[config.mk]
export PLATFORM = sky130hd
export DESIGN_NAME = sprite_rotate_mirror_blitter
export DESIGN_NICKNAME = d
export VERILOG_FILES = /design/src/rtl/core/smrb_pkg.sv /design/src/rtl/core/smrb_cfg.sv /design/src/rtl/core/smrb_front.sv /design/src/rtl/core/smrb_queue.sv /design/src/rtl/core/smrb_back.sv /design/src/rtl/core/sprite_rotate_mirror_blitter.sv
export SDC_FILE = /design/constraint.sdc
export NUM_CORES = 2
export LEC_CHECK = 0
export BUFFER_PORTS_ARGS = -buffer_cell sky130_fd_sc_hd__buf_4
export CAP_MARGIN = 5
export CELL_PAD_IN_SITES_DETAIL_PLACEMENT = 0
export CELL_PAD_IN_SITES_GLOBAL_PLACEMENT = 1
export CORE_UTILIZATION = 45
export CTS_BUF_LIST = sky130_fd_sc_hd__clkbuf_8
export DETAILED_ROUTE_END_ITERATION = 8
export PLACE_DENSITY = 0.83
export REMOVE_ABC_BUFFERS = 1
export SLEW_MARGIN = 20
export SYNTH_ARGS = -nofsm -noshare
export SYNTH_HDL_FRONTEND = slang
export SYNTH_SLANG_ARGS = --single-unit
[constraint.sdc]
create_clock -name clk -period 26.6 [get_ports clk]
set_clock_uncertainty 0.2 [all_clocks]
set_input_delay 5.32 -clock clk [delete_from_list [all_inputs] [get_ports clk]]
set_output_delay 5.32 -clock clk [all_outputs]
set_load 0.02 [all_outputs]
[src/rtl/core/smrb_pkg.sv]
// ----------------------------------------------------------------------------
// smrb_pkg - shared types and constants of the sprite blitter
// Register indexes, pivot codes, the quarter sine table and the control structs
// passed to the back end.
// ----------------------------------------------------------------------------
package smrb_pkg;

	localparam int PIX_W       = 32;
	localparam int ADDR_W      = 18;
	localparam int TDATA_OUT_W = 56;
	localparam int CFG_IDX_W   = 3;
	localparam int CFG_DATA_W  = 11;
	localparam int Q_FRAC      = 14;
	localparam int SIN_W       = 16;

	localparam logic [8:0] DIM_RESET = 9'd64;

	typedef enum logic [CFG_IDX_W-1:0] {
		REG_ANCHOR_X      = 3'd0,
		REG_ANCHOR_Y      = 3'd1,
		REG_ROTATION      = 3'd2,
		REG_PIVOT_SELECT  = 3'd3,
		REG_MIRROR        = 3'd4,
		REG_SPRITE_WIDTH  = 3'd5,
		REG_SPRITE_HEIGHT = 3'd6
	} cfg_reg_t;

	typedef enum logic [2:0] {
		PIV_CENTRE        = 3'd0,
		PIV_CENTRE_LEFT   = 3'd1,
		PIV_CENTRE_RIGHT  = 3'd2,
		PIV_TOP_CENTRE    = 3'd3,
		PIV_BOTTOM_CENTRE = 3'd4,
		PIV_TOP_LEFT      = 3'd5,
		PIV_TOP_RIGHT     = 3'd6
	} pivot_t;

	// rotation controls seen by the back end
	typedef struct packed {
		logic                    rot_zero;
		logic                    mirror;
		logic signed [SIN_W-1:0] sin_v;
		logic signed [SIN_W-1:0] cos_v;
	} trig_t;

	// per-pixel flags set by the front end
	typedef struct packed {
		logic opaque;
		logic done;
	} item_flags_t;

	// round(16384 * sin(d)) for d = 0..90
	localparam logic [14:0] QUARTER_SINE [0:90] = '{
		0, 286, 572, 857, 1143, 1428, 1713, 1997, 2280, 2563,
		2845, 3126, 3406, 3686, 3964, 4240, 4516, 4790, 5063, 5334,
		5604, 5872, 6138, 6402, 6664, 6924, 7182, 7438, 7692, 7943,
		8192, 8438, 8682, 8923, 9162, 9397, 9630, 9860, 10087, 10311,
		10531, 10749, 10963, 11174, 11381, 11585, 11786, 11982, 12176, 12365,
		12551, 12733, 12911, 13085, 13255, 13421, 13583, 13741, 13894, 14044,
		14189, 14330, 14466, 14598, 14726, 14849, 14968, 15082, 15191, 15296,
		15396, 15491, 15582, 15668, 15749, 15826, 15897, 15964, 16026, 16083,
		16135, 16182, 16225, 16262, 16294, 16322, 16344, 16362, 16374, 16382,
		16384
	};

	// width of the signed screen offsets for a given dimension width
	function automatic int geo_w(input int dw);
		return ((dw > CFG_DATA_W) ? dw : CFG_DATA_W) + 3;
	endfunction

	// sine in Q2.14 of an angle already reduced to 0..359
	function automatic logic signed [SIN_W-1:0] sine_deg(input logic [8:0] d);
		logic [8:0]  idx;
		logic        neg;
		logic [14:0] mag;
		if (d <= 9'd90) begin
			idx = d;
			neg = 1'b0;
		end else if (d <= 9'd180) begin
			idx = 9'd180 - d;
			neg = 1'b0;
		end else if (d <= 9'd270) begin
			idx = d - 9'd180;
			neg = 1'b1;
		end else begin
			idx = 9'd360 - d;
			neg = 1'b1;
		end
		mag = QUARTER_SINE[idx[6:0]];
		return neg ? -$signed({1'b0, mag}) : $signed({1'b0, mag});
	endfunction

endpackage

[src/rtl/core/smrb_cfg.sv]
// ----------------------------------------------------------------------------
// smrb_cfg - configuration registers
// Holds the seven registers, clamps the sprite size and registers the values
// derived from them for the back end (sine, cosine, pivot and screen offsets).
// ----------------------------------------------------------------------------
module smrb_cfg #(
	parameter int MAX_SPRITE_DIM = 256,
	localparam int DW = $clog2(MAX_SPRITE_DIM + 1),
	localparam int KW = smrb_pkg::geo_w(DW)
) (
	input  logic                             clk,
	input  logic                             arst_n,
	input  logic                             cfg_valid,
	output logic                             cfg_ready,
	input  logic [smrb_pkg::CFG_IDX_W-1:0]   cfg_index,
	input  logic [smrb_pkg::CFG_DATA_W-1:0]  cfg_data,
	output logic [DW-1:0]                    w_eff,
	output logic [DW-1:0]                    h_eff,
	output smrb_pkg::trig_t                  trig_q,
	output logic [DW-1:0]                    mx_q,
	output logic [DW-1:0]                    my_q,
	output logic signed [KW-1:0]             kx_q,
	output logic signed [KW-1:0]             ky_q,
	output logic signed [KW-1:0]             nx_q,
	output logic signed [KW-1:0]             ay_q
);

	localparam int EW = (DW > 9) ? DW : 9;

	logic signed [10:0] anchor_x_q;
	logic signed [10:0] anchor_y_q;
	logic signed [9:0]  rotation_q;
	logic [2:0]         pivot_q;
	logic               mirror_q;
	logic [8:0]         width_q;
	logic [8:0]         height_q;

	logic [EW-1:0]      w_ext, h_ext;
	logic signed [10:0] ang_r;
	logic [8:0]         ang_s;
	logic [9:0]         ang_c_sum;
	logic [8:0]         ang_c;
	logic [DW-1:0]      mx_d, my_d;
	logic signed [KW-1:0] x0, w_s, mx_s, my_s;

	assign cfg_ready = 1'b1;

	always_ff @(posedge clk or negedge arst_n) begin
		if (!arst_n) begin
			anchor_x_q <= '0;
			anchor_y_q <= '0;
			rotation_q <= '0;
			pivot_q    <= '0;
			mirror_q   <= 1'b0;
			width_q    <= smrb_pkg::DIM_RESET;
			height_q   <= smrb_pkg::DIM_RESET;
		end else if (cfg_valid && cfg_ready) begin
			case (cfg_index)
				smrb_pkg::REG_ANCHOR_X:      anchor_x_q <= cfg_data[10:0];
				smrb_pkg::REG_ANCHOR_Y:      anchor_y_q <= cfg_data[10:0];
				smrb_pkg::REG_ROTATION:      rotation_q <= cfg_data[9:0];
				smrb_pkg::REG_PIVOT_SELECT:  pivot_q    <= cfg_data[2:0];
				smrb_pkg::REG_MIRROR:        mirror_q   <= cfg_data[0];
				smrb_pkg::REG_SPRITE_WIDTH:  width_q    <= cfg_data[8:0];
				smrb_pkg::REG_SPRITE_HEIGHT: height_q   <= cfg_data[8:0];
				default: ;
			endcase
		end
	end

	// zero counts as one, oversize counts as the maximum
	always_comb begin
		w_ext = EW'(width_q);
		h_ext = EW'(height_q);
		if (w_ext == '0)
			w_eff = DW'(1);
		else if (w_ext > EW'(MAX_SPRITE_DIM))
			w_eff = DW'(MAX_SPRITE_DIM);
		else
			w_eff = DW'(w_ext);
		if (h_ext == '0)
			h_eff = DW'(1);
		else if (h_ext > EW'(MAX_SPRITE_DIM))
			h_eff = DW'(MAX_SPRITE_DIM);
		else
			h_eff = DW'(h_ext);
	end

	// angle modulo 360, cosine taken as sine of angle plus 90
	always_comb begin
		ang_r = 11'(rotation_q);
		if (ang_r < 0)
			ang_r = ang_r + 11'sd360;
		if (ang_r < 0)
			ang_r = ang_r + 11'sd360;
		if (ang_r >= 11'sd360)
			ang_r = ang_r - 11'sd360;
		ang_s = ang_r[8:0];
		ang_c_sum = {1'b0, ang_s} + 10'd90;
		if (ang_c_sum >= 10'd360)
			ang_c_sum = ang_c_sum - 10'd360;
		ang_c = ang_c_sum[8:0];
	end

	always_comb begin
		case (pivot_q)
			smrb_pkg::PIV_CENTRE: begin
				mx_d = w_eff >> 1;
				my_d = h_eff >> 1;
			end
			smrb_pkg::PIV_CENTRE_LEFT: begin
				mx_d = '0;
				my_d = h_eff >> 1;
			end
			smrb_pkg::PIV_CENTRE_RIGHT: begin
				mx_d = w_eff;
				my_d = h_eff >> 1;
			end
			smrb_pkg::PIV_TOP_CENTRE: begin
				mx_d = w_eff >> 1;
				my_d = h_eff;
			end
			smrb_pkg::PIV_BOTTOM_CENTRE: begin
				mx_d = w_eff >> 1;
				my_d = '0;
			end
			smrb_pkg::PIV_TOP_LEFT: begin
				mx_d = '0;
				my_d = h_eff;
			end
			smrb_pkg::PIV_TOP_RIGHT: begin
				mx_d = w_eff;
				my_d = h_eff;
			end
			default: begin
				mx_d = '0;
				my_d = '0;
			end
		endcase
		w_s  = $signed(KW'(w_eff));
		mx_s = $signed(KW'(mx_d));
		my_s = $signed(KW'(my_d));
		x0   = KW'(anchor_x_q) - $signed(KW'(w_eff >> 1));
	end

	// refreshed every cycle from the configuration registers
	always_ff @(posedge clk) begin
		trig_q.rot_zero <= (rotation_q == '0);
		trig_q.mirror   <= mirror_q;
		trig_q.sin_v    <= smrb_pkg::sine_deg(ang_s);
		trig_q.cos_v    <= smrb_pkg::sine_deg(ang_c);
		mx_q            <= mx_d;
		my_q            <= my_d;
		kx_q            <= mirror_q ? (x0 + w_s - mx_s) : (x0 + mx_s);
		ky_q            <= KW'(anchor_y_q) - my_s;
		nx_q            <= mirror_q ? (x0 + w_s) : x0;
		ay_q            <= KW'(anchor_y_q);
	end

endmodule

[src/rtl/core/smrb_front.sv]
// ----------------------------------------------------------------------------
// smrb_front - pixel intake
// Accepts source pixels, tracks column and row in the sprite and tags each
// pixel as opaque and as last of the sprite before it enters the queue.
// ----------------------------------------------------------------------------
module smrb_front #(
	parameter int MAX_SPRITE_DIM = 256,
	localparam int DW = $clog2(MAX_SPRITE_DIM + 1),
	localparam int CW = $clog2(MAX_SPRITE_DIM)
) (
	input  logic                         clk,
	input  logic                         arst_n,
	input  logic                         s_tvalid,
	output logic                         s_tready,
	input  logic [smrb_pkg::PIX_W-1:0]   s_tdata,
	input  logic                         cfg_valid,
	input  logic                         q_full,
	input  logic [DW-1:0]                w_eff,
	input  logic [DW-1:0]                h_eff,
	output logic                         push,
	output logic [CW-1:0]                col,
	output logic [CW-1:0]                row,
	output smrb_pkg::item_flags_t        flags,
	output logic [smrb_pkg::PIX_W-1:0]   pix
);

	logic [CW-1:0] col_q, row_q;
	logic [DW-1:0] col_inc, row_inc;
	logic          last_col, last_row;

	// a pending register write goes first
	assign s_tready = !q_full && !cfg_valid;
	assign push     = s_tvalid && s_tready;

	assign col_inc  = DW'(col_q) + DW'(1);
	assign row_inc  = DW'(row_q) + DW'(1);
	assign last_col = col_inc >= w_eff;
	assign last_row = row_inc >= h_eff;

	always_ff @(posedge clk or negedge arst_n) begin
		if (!arst_n) begin
			col_q <= '0;
			row_q <= '0;
		end else if (push) begin
			if (last_col) begin
				col_q <= '0;
				row_q <= last_row ? '0 : row_inc[CW-1:0];
			end else begin
				col_q <= col_inc[CW-1:0];
			end
		end
	end

	assign col          = col_q;
	assign row          = row_q;
	assign pix          = s_tdata;
	assign flags.opaque = (s_tdata[smrb_pkg::PIX_W-1 -: 8] != 8'd0);
	assign flags.done   = last_col && last_row;

endmodule

[src/rtl/core/smrb_queue.sv]
// ----------------------------------------------------------------------------
// smrb_queue - short queue between intake and geometry pipeline
// First-in first-out buffer of classified pixels.
// ----------------------------------------------------------------------------
module smrb_queue #(
	parameter int WIDTH = 50,
	parameter int DEPTH = 4,
	localparam int PTR_W = $clog2(DEPTH)
) (
	input  logic             clk,
	input  logic             arst_n,
	input  logic             push,
	input  logic [WIDTH-1:0] wr_data,
	output logic             full,
	input  logic             pop,
	output logic             rd_valid,
	output logic [WIDTH-1:0] rd_data
);

	logic [WIDTH-1:0] entry_q [DEPTH];
	logic [PTR_W-1:0] wr_ptr_q, rd_ptr_q;
	logic [PTR_W:0]   count_q;

	assign full     = (count_q == (PTR_W + 1)'(DEPTH));
	assign rd_valid = (count_q != '0);
	assign rd_data  = entry_q[rd_ptr_q];

	always_ff @(posedge clk) begin
		if (push)
			entry_q[wr_ptr_q] <= wr_data;
	end

	always_ff @(posedge clk or negedge arst_n) begin
		if (!arst_n) begin
			wr_ptr_q <= '0;
			rd_ptr_q <= '0;
			count_q  <= '0;
		end else begin
			if (push)
				wr_ptr_q <= (wr_ptr_q == PTR_W'(DEPTH - 1)) ? '0 : wr_ptr_q + 1'b1;
			if (pop)
				rd_ptr_q <= (rd_ptr_q == PTR_W'(DEPTH - 1)) ? '0 : rd_ptr_q + 1'b1;
			if (push && !pop)
				count_q <= count_q + 1'b1;
			else if (pop && !push)
				count_q <= count_q - 1'b1;
		end
	end

`ifndef SYNTHESIS
	a_no_overflow: assert property (@(posedge clk) disable iff (!arst_n)
		full |-> !push || pop)
		else $error("queue written while full");
	a_no_underflow: assert property (@(posedge clk) disable iff (!arst_n)
		pop |-> rd_valid)
		else $error("queue read while empty");
	a_count_step: assert property (@(posedge clk) disable iff (!arst_n)
		push && !pop |=> count_q == $past(count_q) + 1'b1)
		else $error("queue count did not follow a lone write");
`endif

endmodule

[src/rtl/core/smrb_back.sv]
// ----------------------------------------------------------------------------
// smrb_back - geometry pipeline and output register
// Rotates or places each pixel, truncates toward zero, tests the visible area
// and forms the frame-buffer write. All stages advance together.
// ----------------------------------------------------------------------------
module smrb_back #(
	parameter int MAX_SPRITE_DIM = 256,
	parameter int FRAME_STRIDE   = 512,
	parameter int VISIBLE_WIDTH  = 480,
	parameter int VISIBLE_HEIGHT = 272,
	localparam int DW  = $clog2(MAX_SPRITE_DIM + 1),
	localparam int CW  = $clog2(MAX_SPRITE_DIM),
	localparam int KW  = smrb_pkg::geo_w(DW)
) (
	input  logic                                 clk,
	input  logic                                 arst_n,
	input  logic                                 q_valid,
	output logic                                 pop,
	input  logic [CW-1:0]                        col,
	input  logic [CW-1:0]                        row,
	input  smrb_pkg::item_flags_t                flags,
	input  logic [smrb_pkg::PIX_W-1:0]           pix,
	input  smrb_pkg::trig_t                      trig,
	input  logic [DW-1:0]                        mx,
	input  logic [DW-1:0]                        my,
	input  logic signed [KW-1:0]                 kx,
	input  logic signed [KW-1:0]                 ky,
	input  logic signed [KW-1:0]                 nx,
	input  logic signed [KW-1:0]                 ay,
	output logic                                 m_tvalid,
	input  logic                                 m_tready,
	output logic [smrb_pkg::TDATA_OUT_W-1:0]     m_tdata,
	output logic                                 m_tuser,
	output logic                                 m_tlast
);

	localparam int DXW  = DW + 1;
	localparam int PW   = DXW + smrb_pkg::SIN_W;
	localparam int NW   = KW + 15;
	localparam int SW   = NW - smrb_pkg::Q_FRAC;
	localparam int XW   = $clog2(VISIBLE_WIDTH);
	localparam int YW   = $clog2(VISIBLE_HEIGHT);
	localparam int SBW  = $clog2(FRAME_STRIDE + 1);
	localparam int LW   = (YW + SBW + 1 > smrb_pkg::ADDR_W) ? YW + SBW + 1 : smrb_pkg::ADDR_W;
	localparam int PADW = smrb_pkg::TDATA_OUT_W - smrb_pkg::ADDR_W - smrb_pkg::PIX_W;

	logic en;
	logic v_s1, v_s2, v_s3, v_s4;

	logic signed [DXW-1:0]          dx_s1, dy_s1;
	logic signed [KW-1:0]           sxn_s1, syn_s1, sxn_s2, syn_s2, sxn_s3, syn_s3;
	logic [smrb_pkg::PIX_W-1:0]     pix_s1, pix_s2, pix_s3, pix_s4;
	smrb_pkg::item_flags_t          flags_s1, flags_s2, flags_s3;
	logic                           done_s4;

	logic signed [PW-1:0]           dxc_s2, dys_s2, dxs_s2, dyc_s2;
	logic signed [NW-1:0]           p_sum, xn_s3, yn_s3;

	logic signed [SW-1:0]           xq, yq, sx, sy;
	logic                           in_x, in_y;
	logic                           we_s4;
	logic [XW-1:0]                  sx_s4;
	logic [YW-1:0]                  sy_s4;

	logic [LW-1:0]                  addr_full;

	logic                           valid_q, we_q, done_q;
	logic [smrb_pkg::ADDR_W-1:0]    addr_q;
	logic [smrb_pkg::PIX_W-1:0]     color_q;

	assign en  = !valid_q || m_tready;
	assign pop = en && q_valid;

	always_ff @(posedge clk or negedge arst_n) begin
		if (!arst_n) begin
			v_s1    <= 1'b0;
			v_s2    <= 1'b0;
			v_s3    <= 1'b0;
			v_s4    <= 1'b0;
			valid_q <= 1'b0;
		end else if (en) begin
			v_s1    <= q_valid;
			v_s2    <= v_s1;
			v_s3    <= v_s2;
			v_s4    <= v_s3;
			valid_q <= v_s4;
		end
	end

	// s1: offsets from the pivot, plain placement for the unrotated case
	always_ff @(posedge clk) begin
		if (en) begin
			dx_s1    <= DXW'(col) - DXW'(mx);
			dy_s1    <= DXW'(row) - DXW'(my);
			sxn_s1   <= trig.mirror ? (nx - KW'(col)) : (nx + KW'(col));
			syn_s1   <= ay - KW'(row);
			pix_s1   <= pix;
			flags_s1 <= flags;
		end
	end

	// s2: the four products
	always_ff @(posedge clk) begin
		if (en) begin
			dxc_s2   <= PW'(dx_s1) * PW'($signed(trig.cos_v));
			dys_s2   <= PW'(dy_s1) * PW'($signed(trig.sin_v));
			dxs_s2   <= PW'(dx_s1) * PW'($signed(trig.sin_v));
			dyc_s2   <= PW'(dy_s1) * PW'($signed(trig.cos_v));
			sxn_s2   <= sxn_s1;
			syn_s2   <= syn_s1;
			pix_s2   <= pix_s1;
			flags_s2 <= flags_s1;
		end
	end

	// s3: fixed-point numerators of screen x and y
	assign p_sum = NW'(dxc_s2) + NW'(dys_s2);

	always_ff @(posedge clk) begin
		if (en) begin
			xn_s3    <= (NW'(kx) <<< smrb_pkg::Q_FRAC) + (trig.mirror ? -p_sum : p_sum);
			yn_s3    <= (NW'(ky) <<< smrb_pkg::Q_FRAC) + NW'(dxs_s2) - NW'(dyc_s2);
			sxn_s3   <= sxn_s2;
			syn_s3   <= syn_s2;
			pix_s3   <= pix_s2;
			flags_s3 <= flags_s2;
		end
	end

	// s4: truncate toward zero, pick path, test the visible area
	always_comb begin
		xq = SW'(xn_s3 >>> smrb_pkg::Q_FRAC)
			+ SW'(xn_s3[NW-1] && (xn_s3[smrb_pkg::Q_FRAC-1:0] != '0));
		yq = SW'(yn_s3 >>> smrb_pkg::Q_FRAC)
			+ SW'(yn_s3[NW-1] && (yn_s3[smrb_pkg::Q_FRAC-1:0] != '0));
		sx = trig.rot_zero ? SW'(sxn_s3) : xq;
		sy = trig.rot_zero ? SW'(syn_s3) : yq;
		in_x = !sx[SW-1] && (sx < SW'(VISIBLE_WIDTH));
		in_y = !sy[SW-1] && (sy < SW'(VISIBLE_HEIGHT));
	end

	always_ff @(posedge clk) begin
		if (en) begin
			we_s4   <= flags_s3.opaque && in_x && in_y;
			sx_s4   <= sx[XW-1:0];
			sy_s4   <= sy[YW-1:0];
			pix_s4  <= pix_s3;
			done_s4 <= flags_s3.done;
		end
	end

	// output register: frame-buffer address
	assign addr_full = LW'(sx_s4) + LW'(sy_s4) * LW'(FRAME_STRIDE);

	always_ff @(posedge clk) begin
		if (en) begin
			we_q    <= we_s4;
			addr_q  <= we_s4 ? addr_full[smrb_pkg::ADDR_W-1:0] : '0;
			color_q <= we_s4 ? pix_s4 : '0;
			done_q  <= done_s4;
		end
	end

	assign m_tvalid = valid_q;
	assign m_tdata  = {PADW'(0), color_q, addr_q};
	assign m_tuser  = we_q;
	assign m_tlast  = done_q;

`ifndef SYNTHESIS
	a_idle_write_zero: assert property (@(posedge clk) disable iff (!arst_n)
		m_tvalid && !m_tuser |-> m_tdata == '0)
		else $error("suppressed write carries a non-zero payload");
	a_stall_freezes: assert property (@(posedge clk) disable iff (!arst_n)
		!en |=> $stable({v_s1, v_s2, v_s3, v_s4}))
		else $error("pipeline moved while the output was stalled");
	a_drain: assert property (@(posedge clk) disable iff (!arst_n)
		v_s4 && en |=> m_tvalid)
		else $error("last stage result lost on its way out");
	a_pop_gated: assert property (@(posedge clk) disable iff (!arst_n)
		pop |=> v_s1)
		else $error("popped pixel did not enter the pipeline");
`endif

endmodule

[src/rtl/core/sprite_rotate_mirror_blitter.sv]
// ----------------------------------------------------------------------------
// sprite_rotate_mirror_blitter - sprite blitter with rotation and alpha transparency
// Turns a row-major stream of ARGB sprite pixels into frame-buffer writes,
// optionally rotated about a pivot and mirrored, skipping transparent pixels.
//
//  channel  direction  fields
//  s_*      in         tdata: source_pixel
//  m_*      out        tdata: write_address, write_color; tuser: write_enable;
//                      tlast: sprite_done
//  cfg_*    in         cfg_index selects the register, cfg_data the value
//
// One pixel per cycle sustained while m_tready is high and no register write is
// pending; each result passes the queue, the geometry stages and the output register.
// A four-entry queue decouples intake from the pipeline, so input keeps
// flowing for up to four pixels while the output is stalled.
// Reset clears counters, pipeline valids and registers to their reset values.
// A pending register write holds off pixel intake for that cycle.
// ----------------------------------------------------------------------------
module sprite_rotate_mirror_blitter #(
	parameter int MAX_SPRITE_DIM = 256,
	parameter int FRAME_STRIDE   = 512,
	parameter int VISIBLE_WIDTH  = 480,
	parameter int VISIBLE_HEIGHT = 272
) (
	input  logic                                 clk,
	input  logic                                 arst_n,
	input  logic                                 s_tvalid,
	output logic                                 s_tready,
	input  logic [smrb_pkg::PIX_W-1:0]           s_tdata,   // [31:0] source_pixel
	output logic                                 m_tvalid,
	input  logic                                 m_tready,
	output logic [smrb_pkg::TDATA_OUT_W-1:0]     m_tdata,   // [17:0] write_address,
	                                                        // [49:18] write_color, rest zero
	output logic                                 m_tuser,   // [0] write_enable
	output logic                                 m_tlast,
	input  logic                                 cfg_valid,
	output logic                                 cfg_ready,
	input  logic [smrb_pkg::CFG_IDX_W-1:0]       cfg_index,
	input  logic [smrb_pkg::CFG_DATA_W-1:0]      cfg_data
);

	localparam int DW = $clog2(MAX_SPRITE_DIM + 1);
	localparam int CW = $clog2(MAX_SPRITE_DIM);
	localparam int KW = smrb_pkg::geo_w(DW);
	localparam int IW = smrb_pkg::PIX_W + 2 + 2 * CW;

	logic [DW-1:0]              w_eff, h_eff, mx, my;
	smrb_pkg::trig_t            trig;
	logic signed [KW-1:0]       kx, ky, nx, ay;

	logic                       push, q_full, q_valid, pop;
	logic [CW-1:0]              f_col, f_row, b_col, b_row;
	smrb_pkg::item_flags_t      f_flags, b_flags;
	logic [smrb_pkg::PIX_W-1:0] f_pix, b_pix;
	logic [IW-1:0]              wr_item, rd_item;

	smrb_cfg #(
		.MAX_SPRITE_DIM(MAX_SPRITE_DIM)
	) u_cfg (
		.clk       (clk),
		.arst_n    (arst_n),
		.cfg_valid (cfg_valid),
		.cfg_ready (cfg_ready),
		.cfg_index (cfg_index),
		.cfg_data  (cfg_data),
		.w_eff     (w_eff),
		.h_eff     (h_eff),
		.trig_q    (trig),
		.mx_q      (mx),
		.my_q      (my),
		.kx_q      (kx),
		.ky_q      (ky),
		.nx_q      (nx),
		.ay_q      (ay)
	);

	smrb_front #(
		.MAX_SPRITE_DIM(MAX_SPRITE_DIM)
	) u_front (
		.clk       (clk),
		.arst_n    (arst_n),
		.s_tvalid  (s_tvalid),
		.s_tready  (s_tready),
		.s_tdata   (s_tdata),
		.cfg_valid (cfg_valid),
		.q_full    (q_full),
		.w_eff     (w_eff),
		.h_eff     (h_eff),
		.push      (push),
		.col       (f_col),
		.row       (f_row),
		.flags     (f_flags),
		.pix       (f_pix)
	);

	assign wr_item = {f_row, f_col, f_flags, f_pix};
	assign {b_row, b_col, b_flags, b_pix} = rd_item;

	smrb_queue #(
		.WIDTH (IW),
		.DEPTH (4)
	) u_queue (
		.clk      (clk),
		.arst_n   (arst_n),
		.push     (push),
		.wr_data  (wr_item),
		.full     (q_full),
		.pop      (pop),
		.rd_valid (q_valid),
		.rd_data  (rd_item)
	);

	smrb_back #(
		.MAX_SPRITE_DIM (MAX_SPRITE_DIM),
		.FRAME_STRIDE   (FRAME_STRIDE),
		.VISIBLE_WIDTH  (VISIBLE_WIDTH),
		.VISIBLE_HEIGHT (VISIBLE_HEIGHT)
	) u_back (
		.clk      (clk),
		.arst_n   (arst_n),
		.q_valid  (q_valid),
		.pop      (pop),
		.col      (b_col),
		.row      (b_row),
		.flags    (b_flags),
		.pix      (b_pix),
		.trig     (trig),
		.mx       (mx),
		.my       (my),
		.kx       (kx),
		.ky       (ky),
		.nx       (nx),
		.ay       (ay),
		.m_tvalid (m_tvalid),
		.m_tready (m_tready),
		.m_tdata  (m_tdata),
		.m_tuser  (m_tuser),
		.m_tlast  (m_tlast)
	);

endmodule
==> results by group <==
Clock tree
  – Clk sink count: 851
  – Clock Latency Late Sink: 0.82 ns
  – CTS H-Tree Depth: 4
  – CTS Hold Buffers Added: 0
  – CTS tree: done
  – Post_cts resized: 0
  – CTS buffer count: 144
  – Clock Tree Buf Depth: 3
  – Clock root buffer: clkbuf_8
  – Clock transition at path regs: 0.06 ns
  – Postcts setup bufs: 0

Detailed routing
  – Via Count: 43680
  – Post-DRT Antenna Nets: 0
  – DRC errors left: 11
  – Vias per inst: 5.460
  – Drt initial violations: 3293
  – Post-DR wirelength/cell: 19.10 um
  – Total iterations of the first detailed-routing run: 7
  – Routed WL: 152800 um

Critical path
  – WP data arrival: 6.08 ns
  – WP data required: 21.08 ns
  – Crit Path Class: input port to output port
  – Worst setup EP type: output port
  – RR Startpoint: u_cfg.rotation_q[3]
  – Worst Path Max Fanout: 6
  – Startpoint type of the worst setup path: input port
  – Crit. Startpoint: cfg_valid

Timing
  – Max Clock Freq: 86.24 MHz
  – RSZ-0062 raised after global routing: no
  – Final Max Tran Viols: 0
  – Final setup fails: 0
  – Ratio of final minimum period to clock period: 43.59%
  – Slew HR: 22.74%
  – Tmin final: 11.60 ns
  – Final Hold Viols: 0
  – Worst slew pin tran: 1.151 ns
  – Setup Total Neg Slack: 0 ns

Die
  – Die width: 382.4 um
  – Die Height: 382.4 um
  – Row Count: 139
  – Initial cell density of the core: 45.32%
  – # IOs: 112
  – DIE AREA: 146200 sq um
  – Core ar.: 143700 sq um

GRT
  – Global-route wire length before repair: 244700 um
  – Vias in the first global route: 44240
  – Total grt overflow: 0
  – Largest net degree at the start of global routing: 162
  – Gr usage total: 21.20%
  – Initial antenna violation count: 6

Synthesis
  – Count leader, synth: inv_1
  – Syn Inst Count: 5918
  – Syn Std Cell Area: 65100 sq um
  – Post-synthesis async set-or-reset flop share: 9.636%
  – Synth top cells by count: 720 x inv_1, 666 x edfxtp_1, 571 x fa_1
  – Yosys warnings: 0
  – Top_reg_cell synth: edfxtp_1
  – Yosys top cell area share: 30.72%
  – Cell taking the most area after synthesis: edfxtp_1
  – Netlist cell types: 124
  – Sequential area share after synthesis: 37.04%
  – Top post-synthesis cells by area: edfxtp_1 31%, fa_1 18%, ha_1 9.1%
  – Post-synth EDFFs: 666
  – Mean area per synthesized cell: 11.00 sq um
  – Yosys reg bits: 851

Layout
  – Finished Layout Cells: 8000
  – Post-route core utilization: 49.10%
  – Share of cells above drive strength 1: 9.731%
  – # nets final: 7075
  – Area delta synth->final: 8.355%

Place
  – GP Congestion: 0.8762
  – Cells after DPL: 7738
  – Post-DP HPWL: 108900 um
  – PortBufs: 104

Outcome
  – Violated checks: DRC
  – Status: finished, violations left

Flow run
  – Max-cap violations: 0

Worst hold path
  – Hold wc startpoint: u_cfg.anchor_y_q[0]
  – Hold crit path type: flip-flop to flip-flop
sequential cells by signal, summed over array words and instances, names as in the netlist, 26 cells and up:
register and flops:
u_back.dys_s2 26, u_back.dxs_s2 26, u_back.dyc_s2 26, u_back.color_q 32
u_cfg.trig_q 34, u_back.pix_s4 32, u_back.xn_s3 29, u_back.yn_s3 29
u_back.pix_s3 32, u_back.dxc_s2 26, u_back.pix_s1 32, u_back.pix_s2 32
u_queue.entry_q 200
worst paths after layout:
path | to | slack (ns) | cells after the start
min in group asynchronous | u_cfg.rotation_q[9] | 4.22 | 1
max | s_tready | 15.00 | 3
min | u_cfg.ay_q[0] | 0.19 | 0
min reg2reg | u_cfg.ay_q[0] | 0.19 | 0
max reg2reg | u_cfg.trig_q[14] | 16.39 | 32
max in group asynchronous | u_queue.rd_ptr_q[0] | 20.78 | 2
worst max-delay path, stage by stage:
cell	delay (ns)
buf_4	0.13
a21oi_1	0.39
buf_4	0.23
metal layers:
layer	GRT usage, %	part of all wire, %
met5	0	0
met3	3.231	5.7
met4	6.963	2.7
met2	33.96	47
met1	29.45	45
cell usage in the layout (no fill, tap or decap), drive strengths merged, types with 70 or more instances in the layout:
| cell type | netlist | layout |
|---|---|---|
| nor2 | 226 | 226 |
| clkbuf | 212 | 155 |
| nand2 | 530 | 530 |
| dfxtp | 103 | 103 |
| nand2b | 111 | 111 |
| xor2 | 96 | 96 |
| inv | 724 | 778 |
| ha | 472 | 472 |
| a21o | 77 | 77 |
| edfxtp | 666 | 666 |
| mux2 | 70 | 70 |
| nand3 | 71 | 71 |
| a21oi | 290 | 290 |
| o21ai | 220 | 220 |
| fa | 571 | 571 |
| xnor2 | 266 | 266 |
| buf | 56 | 180 |
| dfrtp | 80 | 80 |
| and2 | 348 | 348 |
| o21bai | 103 | 103 |
layout make-up:
class                           count  area, sq um
Fill cell                       12910        73120
Multi-Input combinational cell   4077        37210
Sequential cell                   851        24120
Inverter                          727         2731
Tap cell                         1903         2381
Clock buffer                      155         2133
Timing Repair Buffer              180         1376
Clock inverter                    104        580.6
Antenna cell                        3        7.507
cell families (layout without fill, tap and decap cells):
kind of cell             Yosys count  in the layout  share of synthesized area (%)
flip-flops                       851            851                          37.04
AO/OA/AOI/OAI                   1023           1023                          10.48
adder cells (fa/ha/maj)         1043           1043                          26.63
buffers and inverters            995           1166                          5.937
AND/OR/NAND/NOR                 1506           1506                          11.66
other                              2             10                        0.01154
XOR/XNOR                         363            363                          4.905
multiplexers                     135            135                          3.331
per-stage QoR:
step / setup slack, ns / hold slack, ns / instance area, sq um
floorplan: 7.609 / 0.1472 / 63990
global placement: 15.09 / 0.1600 / 67810
detailed placement: 15.04 / 0.1637 / 67810
CTS: 15.04 / 0.1958 / 70530
global route: 14.95 / 0.2031 / 70540
finish: 15.00 / 0.1893 / 70540
Power is left out: the tool's default activity adds up to more than one toggle a clock period on the data nets, which glitch-free logic cannot reach.
